**config.mk**
```make
export PLATFORM = sky130hd
export DESIGN_NAME = prefix_varint_decoder
export DESIGN_NICKNAME = d
export VERILOG_FILES = /design/src/pvd_pkg.sv /design/src/prefix_varint_decoder.sv /design/src/pvd_in_stage.sv /design/src/pvd_core.sv /design/src/pvd_out_stage.sv
export SDC_FILE = /design/constraint.sdc
export NUM_CORES = 1
export LEC_CHECK = 0
export BUFFER_PORTS_ARGS = -buffer_cell sky130_fd_sc_hd__buf_2
export CELL_PAD_IN_SITES_DETAIL_PLACEMENT = 1
export CELL_PAD_IN_SITES_GLOBAL_PLACEMENT = 1
export CORE_ASPECT_RATIO = 0.9
export CORE_MARGIN = 4
export CORE_UTILIZATION = 45
export DETAILED_ROUTE_END_ITERATION = 10
export GPL_TIMING_DRIVEN = 0
export PLACE_DENSITY_LB_ADDON = 0.12
export SYNTH_ARGS = -nofsm -noshare
export SYNTH_HDL_FRONTEND = slang
export SYNTH_SLANG_ARGS = --single-unit
```
**constraint.sdc**
```tcl
create_clock -name clk -period 13.8 [get_ports clk]
set_input_delay 0 -clock clk [delete_from_list [all_inputs] [get_ports clk]]
set_output_delay 0 -clock clk [all_outputs]
set_load 0.05 [all_outputs]
```
**src/pvd_pkg.sv**
```systemverilog
// ------------------------------------------------------------------------
// pvd_pkg
// widths, constants and shared types of the prefix varint decoder
// ------------------------------------------------------------------------
package pvd_pkg;

	localparam int BYTE_W  = 8;
	localparam int VALUE_W = 64;
	localparam int LEN_W   = 4;

	localparam int TOP_BIT = BYTE_W - 1;

	// length of the form with a zero first byte: one prefix and eight raw bytes
	localparam logic [LEN_W-1:0] LONG_FORM_LEN = LEN_W'(9);
	localparam logic [LEN_W-1:0] SHORT_LEN     = LEN_W'(1);

	typedef struct packed {
		logic [VALUE_W-1:0] value;
		logic [LEN_W-1:0]   length;
	} pvd_result_t;

endpackage

```
**src/prefix_varint_decoder.sv**
```systemverilog
// a varint's last byte passes the input register before its result is registered
// throughput: one byte per cycle unless the output stalls; the accumulator shift
// and prefix decode sit between the input register and the result register
// reset: arst_n clears the handshakes, the accumulator, byte counts and
// signed_mode (unsigned decode)
// ------------------------------------------------------------------------
// prefix_varint_decoder
// decodes a byte stream of unary length prefixed varints into 64-bit values
// ------------------------------------------------------------------------
module prefix_varint_decoder
	import pvd_pkg::*;
(
	input  logic               clk,
	input  logic               arst_n,
	input  logic               cfg_valid,
	output logic               cfg_ready,
	input  logic               cfg_data,
	input  logic               in_valid,
	output logic               in_ready,
	input  logic [BYTE_W-1:0]  in_byte,
	output logic               out_valid,
	input  logic               out_ready,
	output logic [VALUE_W-1:0] value,
	output logic [LEN_W-1:0]   length
);

	logic              signed_mode_q;
	logic              byte_valid_s1;
	logic [BYTE_W-1:0] byte_s1;
	logic              advance;
	logic              emit;
	pvd_result_t       result;

	assign cfg_ready = 1'b1;

	always_ff @(posedge clk or negedge arst_n) begin
		if (!arst_n) begin
			signed_mode_q <= 1'b0;
		end else if (cfg_valid && cfg_ready) begin
			signed_mode_q <= cfg_data;
		end
	end

	// a held word moves on whenever the result register is free or draining
	assign advance = byte_valid_s1 && (!out_valid || out_ready);

	pvd_in_stage u_in (
		.clk           (clk),
		.arst_n        (arst_n),
		.in_valid      (in_valid),
		.in_ready      (in_ready),
		.in_byte       (in_byte),
		.advance       (advance),
		.byte_valid_s1 (byte_valid_s1),
		.byte_s1       (byte_s1)
	);

	pvd_core u_core (
		.clk         (clk),
		.arst_n      (arst_n),
		.advance     (advance),
		.byte_s1     (byte_s1),
		.signed_mode (signed_mode_q),
		.emit        (emit),
		.result      (result)
	);

	pvd_out_stage u_out (
		.clk       (clk),
		.arst_n    (arst_n),
		.advance   (advance),
		.emit      (emit),
		.result    (result),
		.out_valid (out_valid),
		.out_ready (out_ready),
		.value     (value),
		.length    (length)
	);

endmodule

```
**src/pvd_in_stage.sv**
```systemverilog
// ------------------------------------------------------------------------
// pvd_in_stage
// input register holding one stream byte until the decoder takes it
// ------------------------------------------------------------------------
module pvd_in_stage
	import pvd_pkg::*;
(
	input  logic              clk,
	input  logic              arst_n,
	input  logic              in_valid,
	output logic              in_ready,
	input  logic [BYTE_W-1:0] in_byte,
	input  logic              advance,
	output logic              byte_valid_s1,
	output logic [BYTE_W-1:0] byte_s1
);

	// refill in the same cycle the held word moves on
	assign in_ready = !byte_valid_s1 || advance;

	always_ff @(posedge clk or negedge arst_n) begin
		if (!arst_n) begin
			byte_valid_s1 <= 1'b0;
		end else if (in_ready) begin
			byte_valid_s1 <= in_valid;
		end
	end

	always_ff @(posedge clk) begin
		if (in_ready && in_valid) begin
			byte_s1 <= in_byte;
		end
	end

endmodule

```
**src/pvd_core.sv**
```systemverilog
// ------------------------------------------------------------------------
// pvd_core
// length prefix decode, big-endian accumulation and sign unfolding
// ------------------------------------------------------------------------
module pvd_core
	import pvd_pkg::*;
(
	input  logic              clk,
	input  logic              arst_n,
	input  logic              advance,
	input  logic [BYTE_W-1:0] byte_s1,
	input  logic              signed_mode,
	output logic              emit,
	output pvd_result_t       result
);

	logic [LEN_W-1:0]   bytes_left_q;
	logic [VALUE_W-1:0] acc_q;
	logic [LEN_W-1:0]   total_len_q;

	logic [LEN_W-1:0]   bytes_left_n;
	logic [VALUE_W-1:0] acc_n;
	logic [LEN_W-1:0]   total_len_n;
	logic [VALUE_W-1:0] shifted;

	logic [2:0]         marker_pos;
	logic [LEN_W-1:0]   lead_zeros;
	logic [BYTE_W-1:0]  marker_mask;

	// highest set bit of the first byte below the top bit
	always_comb begin
		marker_pos = 3'd0;
		for (int i = 0; i < TOP_BIT; i++) begin
			if (byte_s1[i]) begin
				marker_pos = 3'(i);
			end
		end
	end

	assign lead_zeros  = LEN_W'(TOP_BIT) - LEN_W'(marker_pos);
	assign marker_mask = ~(BYTE_W'(1) << marker_pos);

	always_comb begin
		bytes_left_n = bytes_left_q;
		acc_n        = acc_q;
		total_len_n  = total_len_q;
		emit         = 1'b0;
		if (bytes_left_q != '0) begin
			acc_n        = {acc_q[VALUE_W-BYTE_W-1:0], byte_s1};
			bytes_left_n = bytes_left_q - LEN_W'(1);
			emit         = (bytes_left_q == LEN_W'(1));
		end else if (byte_s1[TOP_BIT]) begin
			acc_n        = VALUE_W'(byte_s1[TOP_BIT-1:0]);
			total_len_n  = SHORT_LEN;
			emit         = 1'b1;
		end else if (byte_s1 == '0) begin
			acc_n        = '0;
			total_len_n  = LONG_FORM_LEN;
			bytes_left_n = LONG_FORM_LEN - LEN_W'(1);
		end else begin
			acc_n        = VALUE_W'(byte_s1 & marker_mask);
			total_len_n  = lead_zeros + LEN_W'(1);
			bytes_left_n = lead_zeros;
		end
	end

	// zigzag style unfolding: sign in bit 0
	assign shifted       = acc_n >> 1;
	assign result.value  = !signed_mode ? acc_n : (acc_n[0] ? ~shifted : shifted);
	assign result.length = total_len_n;

	always_ff @(posedge clk or negedge arst_n) begin
		if (!arst_n) begin
			bytes_left_q <= '0;
			acc_q        <= '0;
			total_len_q  <= '0;
		end else if (advance) begin
			if (emit) begin
				bytes_left_q <= '0;
				acc_q        <= '0;
				total_len_q  <= '0;
			end else begin
				bytes_left_q <= bytes_left_n;
				acc_q        <= acc_n;
				total_len_q  <= total_len_n;
			end
		end
	end

endmodule

```
**src/pvd_out_stage.sv**
```systemverilog
// ------------------------------------------------------------------------
// pvd_out_stage
// result register on the output handshake
// ------------------------------------------------------------------------
module pvd_out_stage
	import pvd_pkg::*;
(
	input  logic               clk,
	input  logic               arst_n,
	input  logic               advance,
	input  logic               emit,
	input  pvd_result_t        result,
	output logic               out_valid,
	input  logic               out_ready,
	output logic [VALUE_W-1:0] value,
	output logic [LEN_W-1:0]   length
);

	logic        valid_q;
	pvd_result_t res_q;

	always_ff @(posedge clk or negedge arst_n) begin
		if (!arst_n) begin
			valid_q <= 1'b0;
		end else if (advance) begin
			valid_q <= emit;
		end else if (out_ready) begin
			valid_q <= 1'b0;
		end
	end

	always_ff @(posedge clk) begin
		if (advance && emit) begin
			res_q <= result;
		end
	end

	assign out_valid = valid_q;
	assign value     = res_q.value;
	assign length    = res_q.length;

endmodule

```
# --- After elaboration in Yosys (flattened, before gate mapping) ---
# Cells that the tools add are included.
word_totals:
  ff_bits: 143
  in_bits: 14
  out_inout_bits: 71
  elab_cells: 53
op_classes:
  n_addsub: 3
  n_eq_ne: 2
  shifts: 1
  mux: 24
  n_bitwise: 3
  n_reduce_logical: 11
ops:
  columns: ["cell", "n"]
  rows:
  - ["$mux 64", 5]
  - ["$not 63->64", 1]
  - ["$mux 56", 1]
  - ["$mux 4", 8]
  - ["$mux 3", 5]
  - ["$and 8x8->8", 1]
  - ["$logic_not 8->1", 1]
  - ["$not 8->8", 1]
  - ["$shl 1x3->8 const A", 1]
  - ["$mux 1", 5]
  - ["$add 4x1->4 const B", 1]
  - ["$eq 4x1->1 const B", 1]
  - ["$reduce_bool 4->1", 1]
  - ["$sub 3x3->4 const A", 1]
  - ["$sub 4x1->4 const B", 1]
  - ["$logic_and 1x1->1", 3]
  - ["$ne 3x2->1 const B", 1]
  - ["$logic_not 1->1", 2]
  - ["$logic_or 1x1->1", 2]
  - ["$reduce_and 2->1", 1]
  - ["$reduce_bool 2->1", 1]

# --- Longest topological paths before layout ---
# Gate-level depths: netlist (run 1).
logic_depth:
  depth_word: 15
  mapped_depth: 10
  depth_no_buf: 9

# --- Modules after synthesis ---
# From an unflattened synthesis (run 1), not the netlist that was laid out.
hier_totals:
  hier_cells: 602
  hier_area_um2: 6718.9
modules_own_cells:
  columns: ["mod", "n_inst", "cells_per_inst", "area_per_inst_um2", "seq_area_each_um2"]
  rows:
  - ["pvd_core", 1, 512, 4275.4, 1601.5]
  - ["pvd_out_stage", 1, 72, 2087.0, 2067.0]
  - ["pvd_in_stage", 1, 12, 294.0, 265.3]
  - ["prefix_varint_decoder", 1, 6, 62.6, 25.0]

# --- Least setup slack after synthesis (run 1) ---
# Ideal clock, no wire load.
synth_path:
  path_type: "reg2reg"
  startpoint: "register u_out.valid_q, in the netlist u_out.out_valid"
  endpoint: "register u_out.res_q (netlist bit u_out.length[0]) (enable)"
  setup_time_ns: 0.495
  t_arrival_ns: 4.046
  t_required_ns: 13.305
  slack_ns: 9.259
  stages_incl_launch_ff: 5
  n_path_buf: 1
  period_less_slack_ns: 4.541
  path_cell_list: "dfrtp_1 > nand2b_1 > nand2_1 > clkbuf_1 > nor2_1"
synth_between:
  elab_chain_len: 4
synth_lines:
  columns: ["element", "line_no", "source"]
  rows:
  - ["start, declared", "pvd_out_stage.sv:19", "logic valid_q;"]
  - ["start signal, assigned", "pvd_out_stage.sv:26", "valid_q <= emit;"]
  - ["$logic_not 1->1", "prefix_varint_decoder.sv:45", "assign advance = byte_valid_s1 && (!out_valid || out_ready);"]
  - ["$logic_or 1x1->1", "prefix_varint_decoder.sv:45", null]
  - ["$logic_and 1x1->1", "prefix_varint_decoder.sv:45", null]
  - ["$logic_and 1x1->1", "pvd_out_stage.sv:33", "if (advance && emit) begin"]
  - ["end signal, assigned", "pvd_out_stage.sv:34", "res_q <= result;"]
  - ["end, declared", "pvd_out_stage.sv:20", "pvd_result_t res_q;"]
# No other way between the ends.
# A chain may end at the register's enable or synchronous reset.

==> flow_summary.yaml, run 1 <==
setup_path:
  cp.required_ns: 13.96
  path_cells: "inv_1 -> ha_1 -> or3b_1 -> clkbuf_1 -> clkbuf_1 -> nand2_1 -> nand3_1 -> nand3_1"
  r2r_start: "u_core.bytes_left_q[0]"
  slowest_stage: "clkbuf_1"
  crit_path_start_kind: "flip-flop"
  cp_max_fo: 10
  critPathBufInv: 3
  endpoint_kind: "flip-flop"
  rr_worst_depth: 8
  crit_start: "u_core.bytes_left_q[0]"
  crit_family: "buffers and inverters"
  path_class: "reg -> reg"
  cp_num_cells: 8
  critPathArrivalTime_ns: 3.03
  critPathMaxStageDelay_ns: 0.60
placed_design:
  post-dp-hpwl_mm: 13.55
  placedInstanceArea_um2: 7547
  gp_congestion: 0.8916
  dp_cells: 891
  port_buffers: 83
global_route:
  grt_usage_pct: 23.57
  grt_max_degree: 68
  grt_pass1_wl_mm: 32.86
  grt_overflow: 0
  antenna_found_initial: 0
  grt_pass1_vias: 5925
sta:
  timing.final.crit_share_pct: 20.78
  hold_violations: 0
  finalCriticalPeriod_ns: 2.868
  rsz0062_at_grt: "false"
  setup_viol: 0
  clock_skew_ns: 0.008685
  fmaxAchievable_mhz: 348.7
  slew_violations: 0
  worst_slew_pin_slew_ns: 0.9359
  relSlewSlack_pct: 37.46
  fin_setup_tns_ns: 0
clock_tree:
  cts_setup_buffers: 0
  worstSkewPairLatency_ns: 0.43
  cts_tree: "done"
  cts_sinks: 143
  clk_path_buf_depth: 2
  clockRootBuffer: "clkbuf_16"
  htreeDepth: 4
  clkTransAtPathRegs_ns: 0.06
  numCtsBuffers: 17
floorplanning:
  coreArea_um2: 14820
  die_x_um: 138.1
  die_height_um: 125.1
  die_area_um2: 17270
  ios: 85
  placementRows: 42
  start_util_pct: 46.25
finish:
  layout.cells.non_filler: 936
  final_layout_size_suffix_gt1_share_pct: 18.56
  final_area_um2: 8289
  num_antenna_cells: 0
  finalNetCount: 748
  fin_util_pct: 55.94
  syn2layout_area_growth_pct: 20.94
drt:
  wire_per_inst_um: 21.35
  drt-vias-per-instance: 6.064
  drc_errors: 0
  first_pass_iters: 4
  drtIter0Drc: 430
  vias: 5676
  routed_wirelength_mm: 19.98
  ant_nets: 0
synthesis:
  synth_edf_count: 76
  synth_top_area_share_pct: 33.30
  syn_avg_cell_area_um2: 11.25
  seq_area_frac_synth_pct: 57.76
  yosysMostFrequentCell: "nand3_1"
  synthTopCellsByArea: "edfxtp_1 (33%), dfrtp_1 (24%), nand3_1 (8.2%)"
  synthTopCellsByCount: "nand3_1 (112), edfxtp_1 (76), dfrtp_1 (67), a22o_1 (56)"
  synthCells: 609
  synthesis.nets: 632
  ys_types: 46
  syn_area_um2: 6854
  synth_async_sr_flop_share_pct: 46.85
  synth_top_cell_by_area: "edfxtp_1"
  yosysWarningCount: 0
  ys_ff_latch: 143
  synthFlopType: "edfxtp_1"
hold_path:
  min_from: "out_ready"
  hp-class: "in -> reg"
  hold_depth: 3
flow_run:
  maxCapViolCount: 0
pwr:
  p_per_area_nw_per_um2: 227.1
  power_leakage_nw: 3.565
  finalPower_mw: 1.882
  ir_drop_v: 0.0001603
outcome:
  status: "finished, final reports clean"
## flip-flops by register name (all words and copies together) (netlist names), 4 cells and up
register and flops:
u_core.bytes_left_q 4, u_out.value 64, u_in.byte_s1 8, u_core.total_len_q 4, u_out.length 4, u_core.acc_q 56
## stage by stage
| stage | setup slack, ns | hold WS [ns] |
|---|---|---|
| final | 10.93 | 0.04240 |
| after floorplan | 9.259 | -0.2956 |
| after detailed placement | 11.04 | 0.1723 |
| after global routing | 10.79 | 0.09712 |
| after global placement | 8.286 | 0.1791 |
| after CTS | 11.01 | 0.03216 |
## worst paths after layout
check,endpoint,slack [ns]
min in group asynchronous,u_core.acc_q[15],0.23
setup reg to reg,u_out.value[62],10.93
hold reg to reg,u_core.total_len_q[0],0.50
hold / removal,u_out.out_valid,0.04
max in group asynchronous,u_core.acc_q[21],13.00
setup / recovery,u_out.value[62],10.93
## report_power, final
part	switching, mW	total [mW]	internal [mW]
sequential	0.114	0.708	0.594
combinational	0.505	0.694	0.189
clock	0.176	0.481	0.304
total	0.796	1.88	1.09
## routing by layer
| layer | GRT usage, % | part of all wire, % | wire, µm | vias up |
|---|---|---|---|---|
| li1 | - | - | - | 2578 |
| met1 | 31.25 | 44 | 8791 | 2925 |
| met2 | 39.09 | 50 | 9976 | 147 |
| met3 | 4.887 | 4.3 | 862 | 26 |
| met4 | 7.670 | 1.8 | 353 | 0 |
| met5 | 0 | 0 | 0 | - |
## what timing repair did
action | in CTS | in global routing
endpoints found under the setup margin | 0 | 0
hold buffers | 13 | 0
gates resized for setup | 0 | 0
endpoints found under the hold margin | 77 | 0
## worst reg2reg max path, cell delays in order, from the launching register on
cell and delay [ns]:
dfrtp_1 0.39, inv_1 0.11, ha_1 0.30, or3b_1 0.23, clkbuf_1 0.59, clkbuf_1 0.61
nand2_1 0.17, nand3_1 0.11, nand3_1 0.10
## cell families (layout without fill, tap and decap cells)
logic type	count (synthesis)	count (layout)	share of synthesized area (%)
xor+xnor	7	7	0.8945
mux	1	1	0.1460
compound gates	151	151	17.51
fa+ha+maj	9	9	1.643
simple gates	225	225	17.45
flops	143	143	57.76
buf+inv	72	201	4.545
other cells	1	1	0.05471
## layout by cell type, fill, tap and decap left out, types with 4 or more instances in the layout
master | netlist | layout
nand2_1 | 18 | 18
a21oi_1 | 8 | 8
nor2_1 | 17 | 16
a21o_1 | 55 | 55
nand3_1 | 112 | 112
nand4_1 | 55 | 55
clkbuf_1 | 45 | 46
a22o_1 | 56 | 56
o21ai_0 | 10 | 10
bufinv_16 | 0 | 4
ha_1 | 9 | 9
buf_4 | 6 | 7
nand2b_1 | 4 | 4
clkbuf_16 | 0 | 17
clkinv_2 | 0 | 5
buf_2 | 9 | 91
edfxtp_1 | 76 | 76
dlygate4sd3_1 | 0 | 13
xor2_1 | 6 | 6
inv_1 | 10 | 10
nor3_1 | 6 | 6
dfrtp_1 | 67 | 67
## final cells by class
| type | instances | area, µm² |
|---|---|---|
| Inverter | 11 | 41.29 |
| Sequential cell | 143 | 3959 |
| Fill cell | 1624 | 6530 |
| Clock inverter | 13 | 168.9 |
| Timing Repair Buffer | 97 | 568.0 |
| Buffer | 61 | 270.3 |
| Tap cell | 198 | 247.7 |
| Multi-Input combinational cell | 394 | 2591 |
| Clock buffer | 19 | 442.9 |
No activity file was read; power rests on OpenSTA's default activity.
==> run 2: changes to the inputs <==
CORE_UTILIZATION = 42   (was 45)
clock period = 2.4 ns   (was 13.8 ns; I/O delays follow)
==> flow_summary.yaml, run 2 (synthesis results as in run 1) <==
sta:
  relSlewSlack_pct: 41.62
  hold_violations: 0
  finalCriticalPeriod_ns: 2.359
  setup_viol: 0
  slew_violations: 0
  clock_skew_ns: 0.01010
  worst_slew_pin_slew_ns: 0.8758
  timing.final.crit_share_pct: 98.30
  fin_setup_tns_ns: 0
  fmaxAchievable_mhz: 423.9
finish:
  largest_register_ffs: 64
  final_layout_size_suffix_gt1_share_pct: 24.44
  mostFrequentLayoutCells: "nand3_1 (111), buf_2 (85), edfxtp_1 (76)"
  layout.cells.non_filler: 960
  fill_cells: 1713
  syn2layout_area_growth_pct: 25.32
  num_antenna_cells: 0
  finalNetCount: 763
  layout_commonest_cell: "nand3_1"
floorplanning:
  die_x_um: 142.7
  coreArea_um2: 16080
  start_util_pct: 42.64
  ios: 85
  placementRows: 44
  die_area_um2: 18430
  die_height_um: 129.2
placed_design:
  port_buffers: 83
  gp_congestion: 0.8736
  dp_cells: 900
  post-dp-hpwl_mm: 13.81
global_route:
  grt_usage_pct: 23.01
  grt_pass1_vias: 5803
  grt_pass1_wl_mm: 33.01
  antenna_found_initial: 0
  grt_overflow: 0
  grt_max_degree: 68
setup_path:
  crit_path_start_kind: "flip-flop"
  critPathMaxStageDelay_ns: 0.39
  cp.required_ns: 2.53
  path_cells: "nor2b_1 -> o311a_1 -> inv_2 -> ha_4 -> ha_4 -> inv_2 -> o21ai_4 -> buf_12 -> xor2_1 -> o21ai_1"
  critPathBufInv: 3
  endpoint_kind: "flip-flop"
  path_class: "reg -> reg"
  critPathArrivalTime_ns: 2.49
  cp_max_fo: 5
  slowest_stage: "o311a_1"
  crit_family: "compound AO/OA/AOI/OAI gates"
pwr:
  power_leakage_nw: 3.689
  ir_drop_v: 0.0007703
  p_per_area_nw_per_um2: 1278
clock_tree:
  worstSkewPairLatency_ns: 0.43
  htreeDepth: 4
  clockRootBuffer: "clkbuf_16"
  cts_sinks: 143
  clk_path_buf_depth: 2
  clkTransAtPathRegs_ns: 0.06
  cts_tree: "done"
  numCtsBuffers: 17
drt:
  drt-vias-per-instance: 6.052
  routed_wirelength_mm: 21.05
  wire_per_inst_um: 21.93
  first_pass_iters: 5
  drc_errors: 0
  vias: 5810
  drtIter0Drc: 487
  ant_nets: 0
hold_path:
  hp-class: "in -> async"
outcome:
  status: "finished, final reports clean"
flow_run:
  maxCapViolCount: 0
## run 2: changes by cell type in the layout (fill, tap and decap cells not counted), moves of 4 or more
cell      change
buf_2         -6
buf_4        +12
clkbuf_1     -13
clkbuf_2     +11
clkinv_2      -4
inv_1         -5
inv_2         +5
inv_6         +4
## run 2: layer usage
layer  up-vias  wire, µm  global-route usage [%]  share of wire, %
li1       2606         -                       -                 -
met5         -         0                       0                 0
met3        24      1006                   5.314               4.8
met2       186     10440                   37.38                50
met1      2994      9301                   31.54                44
met4         0       297                   5.702               1.4
## run 2: final timing paths
| kind | startpoint | end | slack (ns) | cells past startpoint |
|---|---|---|---|---|
| hold reg to reg | u_core.total_len_q[0] | u_core.total_len_q[0] | 0.50 | 2 |
| max in group asynchronous | arst_n | u_out.out_valid | 1.57 | 2 |
| setup / recovery | u_in.byte_s1[1] | u_out.value[4] | 0.04 | 10 |
| setup reg to reg | u_in.byte_s1[1] | u_out.value[4] | 0.04 | 10 |
| min in group clk | in_byte[7] | u_in.byte_s1[7] | 0.29 | 2 |
| hold / removal | arst_n | u_core.acc_q[14] | 0.24 | 2 |
## run 2: worst register-to-register path: cells and delay by family (launching register included)
kind / cells / cell delay [ns]
simple gates: 1 / 0.16
xor+xnor: 1 / 0.14
compound gates: 3 / 0.75
flops: 1 / 0.38
buf+inv: 3 / 0.35
fa+ha+maj: 2 / 0.28
## run 2: repair_timing
item | CTS | global route
endpoints found under the hold margin | 78 | 0
hold buffers | 14 | 0
gates resized for setup | 15 | 40
setup buffers | 8 | 5
gates cloned | 1 | 0
setup endpoints to repair | 150 | 103
pin swaps | 3 | 9
## run 2: area by class of cell
type                            instances  area [µm²]  share of cell area, %
Sequential cell                       143        3960                  46.10
Inverter                               11       41.29                 0.4807
Buffer                                 61       329.1                  3.831
Multi-Input combinational cell        395        2713                  31.58
Clock buffer                           17       425.4                  4.953
Clock inverter                         15       161.4                  1.879
Timing Repair Buffer                  111       700.7                  8.157
Tap cell                              207       259.0                  3.015
## run 2: metrics by stage
step           setup slack [ns]  total power, mW  instance area (µm²)  utilization, %  hold slack [ns]
2_1_floorplan          0.009139            6.783                 6889               -          -0.2956
3_3_place_gp            -0.3994            7.837                 7564           47.05           0.1796
3_5_place_dp            -0.3545            8.045                 7586           47.19           0.1755
4_1_cts                0.001689            10.91                 8446           52.54           0.2618
5_1_grt                -0.05508            11.53                 8589           53.43           0.2889
6_report                0.04089            10.98                 8589           53.43           0.2360
## run 2: where the power goes
part / internal [mW] / switching (mW)
combinational: 1.23 / 2.99
clock: 1.54 / 1.12
sequential: 3.41 / 0.679
total: 6.18 / 4.79
==> run 3: changes to the inputs <==
REMOVE_ABC_BUFFERS = 1   (was unset)
==> flow_summary.yaml, run 3 (synthesis results as in run 1) <==
global_route:
  antenna_found_initial: 0
  grt_max_degree: 79
  grt_usage_pct: 22.12
  grt_pass1_vias: 5805
  grt_overflow: 0
  grt_pass1_wl_mm: 32.20
pwr:
  intPower_mw: 6.703
  clkPwrFrac_pct: 26.6
  p_sw_share_pct: 40.48
  power_leakage_nw: 3.772
  seqPwrFrac_pct: 36.4
  p_per_area_nw_per_um2: 1285
  net-switching-power_mw: 4.558
  ir_drop_v: 0.0007202
  p_comb_share_pct: 37.1
clock_tree:
  numCtsBuffers: 17
  clockRootBuffer: "clkbuf_16"
  clkTransAtPathRegs_ns: 0.06
  htreeDepth: 4
  worstSkewPairLatency_ns: 0.42
  cts_tree: "done"
  clk_path_buf_depth: 2
  cts_sinks: 143
sta:
  worst_slew_pin_slew_ns: 0.8144
  hold_violations: 0
  relSlewSlack_pct: 45.47
  clock_skew_ns: 0.007620
  slew_violations: 0
  rsz0062_at_grt: "true"
  setup_slack_ns: 0.05668
  fmaxAchievable_mhz: 426.7
  finalCriticalPeriod_ns: 2.343
  setup_viol: 0
  timing.final.crit_share_pct: 97.64
drt:
  first_pass_iters: 5
  drtIter0Drc: 417
  drt-vias-per-instance: 6.077
  routed_wirelength_mm: 20.10
  wire_per_inst_um: 21.82
  drc_errors: 0
  ant_nets: 0
  vias: 5597
placed_design:
  dp_worst_setup_slack_ns: -0.5973
  port_buffers: 83
  post-dp-hpwl_mm: 11.14
  gp_congestion: 0.8015
finish:
  num_antenna_cells: 0
  mostFrequentLayoutCells: "nand3_1 (109), buf_2 (82), edfxtp_1 (76)"
  finalNetCount: 724
  largest_register_ffs: 64
  syn2layout_area_growth_pct: 27.88
  layout_commonest_cell: "nand3_1"
  fin_util_pct: 54.52
  final_layout_size_suffix_gt1_share_pct: 25.35
  fill_cells: 1704
setup_path:
  worstReg2RegEnd: "u_out.value[36]"
  rr_worst_depth: 8
  cp.required_ns: 2.55
  crit_path_start_kind: "flip-flop"
  r2r_slack_ns: 0.06
  r2r_start: "u_core.bytes_left_q[1]"
  critPathArrivalTime_ns: 2.50
  endpoint_kind: "flip-flop"
  cp_max_fo: 25
  path_class: "reg -> reg"
outcome:
  status: "finished, final reports clean"
floorplanning:
  die_height_um: 129.2
  die_area_um2: 18430
  start_util_pct: 42.64
  coreArea_um2: 16080
  ios: 85
  placementRows: 44
  die_x_um: 142.7
flow_run:
  maxCapViolCount: 0
hold_path:
  holdPathEnd: "u_out.out_valid"
  min_from: "out_ready"
  hold_depth: 3
  hp-class: "in -> reg"
[run 3: area by class of cell]
cell class | count | area (µm²) | share of cell area [%]
Sequential cell | 143 | 3961 | 45.20
Multi-Input combinational cell | 397 | 2753 | 31.41
Timing Repair Buffer | 131 | 1065 | 12.15
Clock buffer | 23 | 498.0 | 5.682
Tap cell | 207 | 259.0 | 2.955
Clock inverter | 9 | 177.7 | 2.027
Inverter | 11 | 51.30 | 0.5853
[run 3: metrics by stage]
| step | hold WS [ns] | cells | area (µm²) | TNS [ns] | total power [mW] |
|---|---|---|---|---|---|
| floorplan | -0.2956 | 548 | 6584 | -345.31 | 6.474 |
| global placement | 0.1762 | 838 | 7258 | -635.16 | 7.165 |
| detailed placement | -0.1962 | 850 | 7567 | -26.56 | 7.926 |
| CTS | 0.1072 | 914 | 8625 | 0 | 11.21 |
| global route | 0.1586 | 921 | 8765 | -0.04446 | 11.82 |
| finish | 0.1095 | 921 | 8765 | 0 | 11.26 |
[run 3: repair_timing]
| action | CTS | global route |
|---|---|---|
| endpoints found under the hold margin | 77 | 0 |
| buffers inserted | 14 | 6 |
| gates cloned | 4 | 1 |
| gates resized for setup | 16 | 16 |
| endpoints found under the setup margin | 93 | 97 |
| pin swaps | 6 | 7 |
| hold buffers | 14 | 0 |
[run 3: worst max-delay path by stage]
stage                           startpoint              end  slack (ns)
floorplan                  u_out.out_valid  u_out.length[0]       -2.89
global placement           u_out.out_valid  u_out.value[41]       -4.77
detailed placement         u_in.byte_s1[3]  u_out.value[36]       -0.60
CTS                        u_in.byte_s1[1]  u_out.value[27]        0.01
global route               u_in.byte_s1[5]   u_out.value[1]       -0.02
finish              u_core.bytes_left_q[1]  u_out.value[36]        0.06
[run 3: power groups by stage]
| stage | registers [mW] | logic [mW] | clock network, mW |
|---|---|---|---|
| final | 4.09 | 4.18 | 2.99 |
| after global routing | 4.18 | 4.49 | 3.15 |
| after CTS | 4.06 | 4.11 | 3.04 |
| after detailed placement | 4.08 | 3.85 | 0 |
| after global placement | 4.03 | 3.13 | 0 |
| after floorplan | 4.83 | 1.64 | 0 |
[run 3: metal layers]
layer	vias to the layer above	track usage, %	routed length, µm	part of all wire (%)
met5	-	0	0	0
met4	0	5.646	213	1.1
met3	21	4.982	946	4.7
met2	148	36.74	10080	50
met1	2884	29.63	8854	44
li1	2544	-	-	-
[run 3: worst max-delay path: stages, from the launching register on]
cell and delay, ns:
dfrtp_1 0.40, inv_1 0.14, ha_4 0.23, or4b_4 0.54, o21ai_4 0.22, buf_16 0.14, buf_16 0.16, a21o_1 0.13
nand3_2 0.10
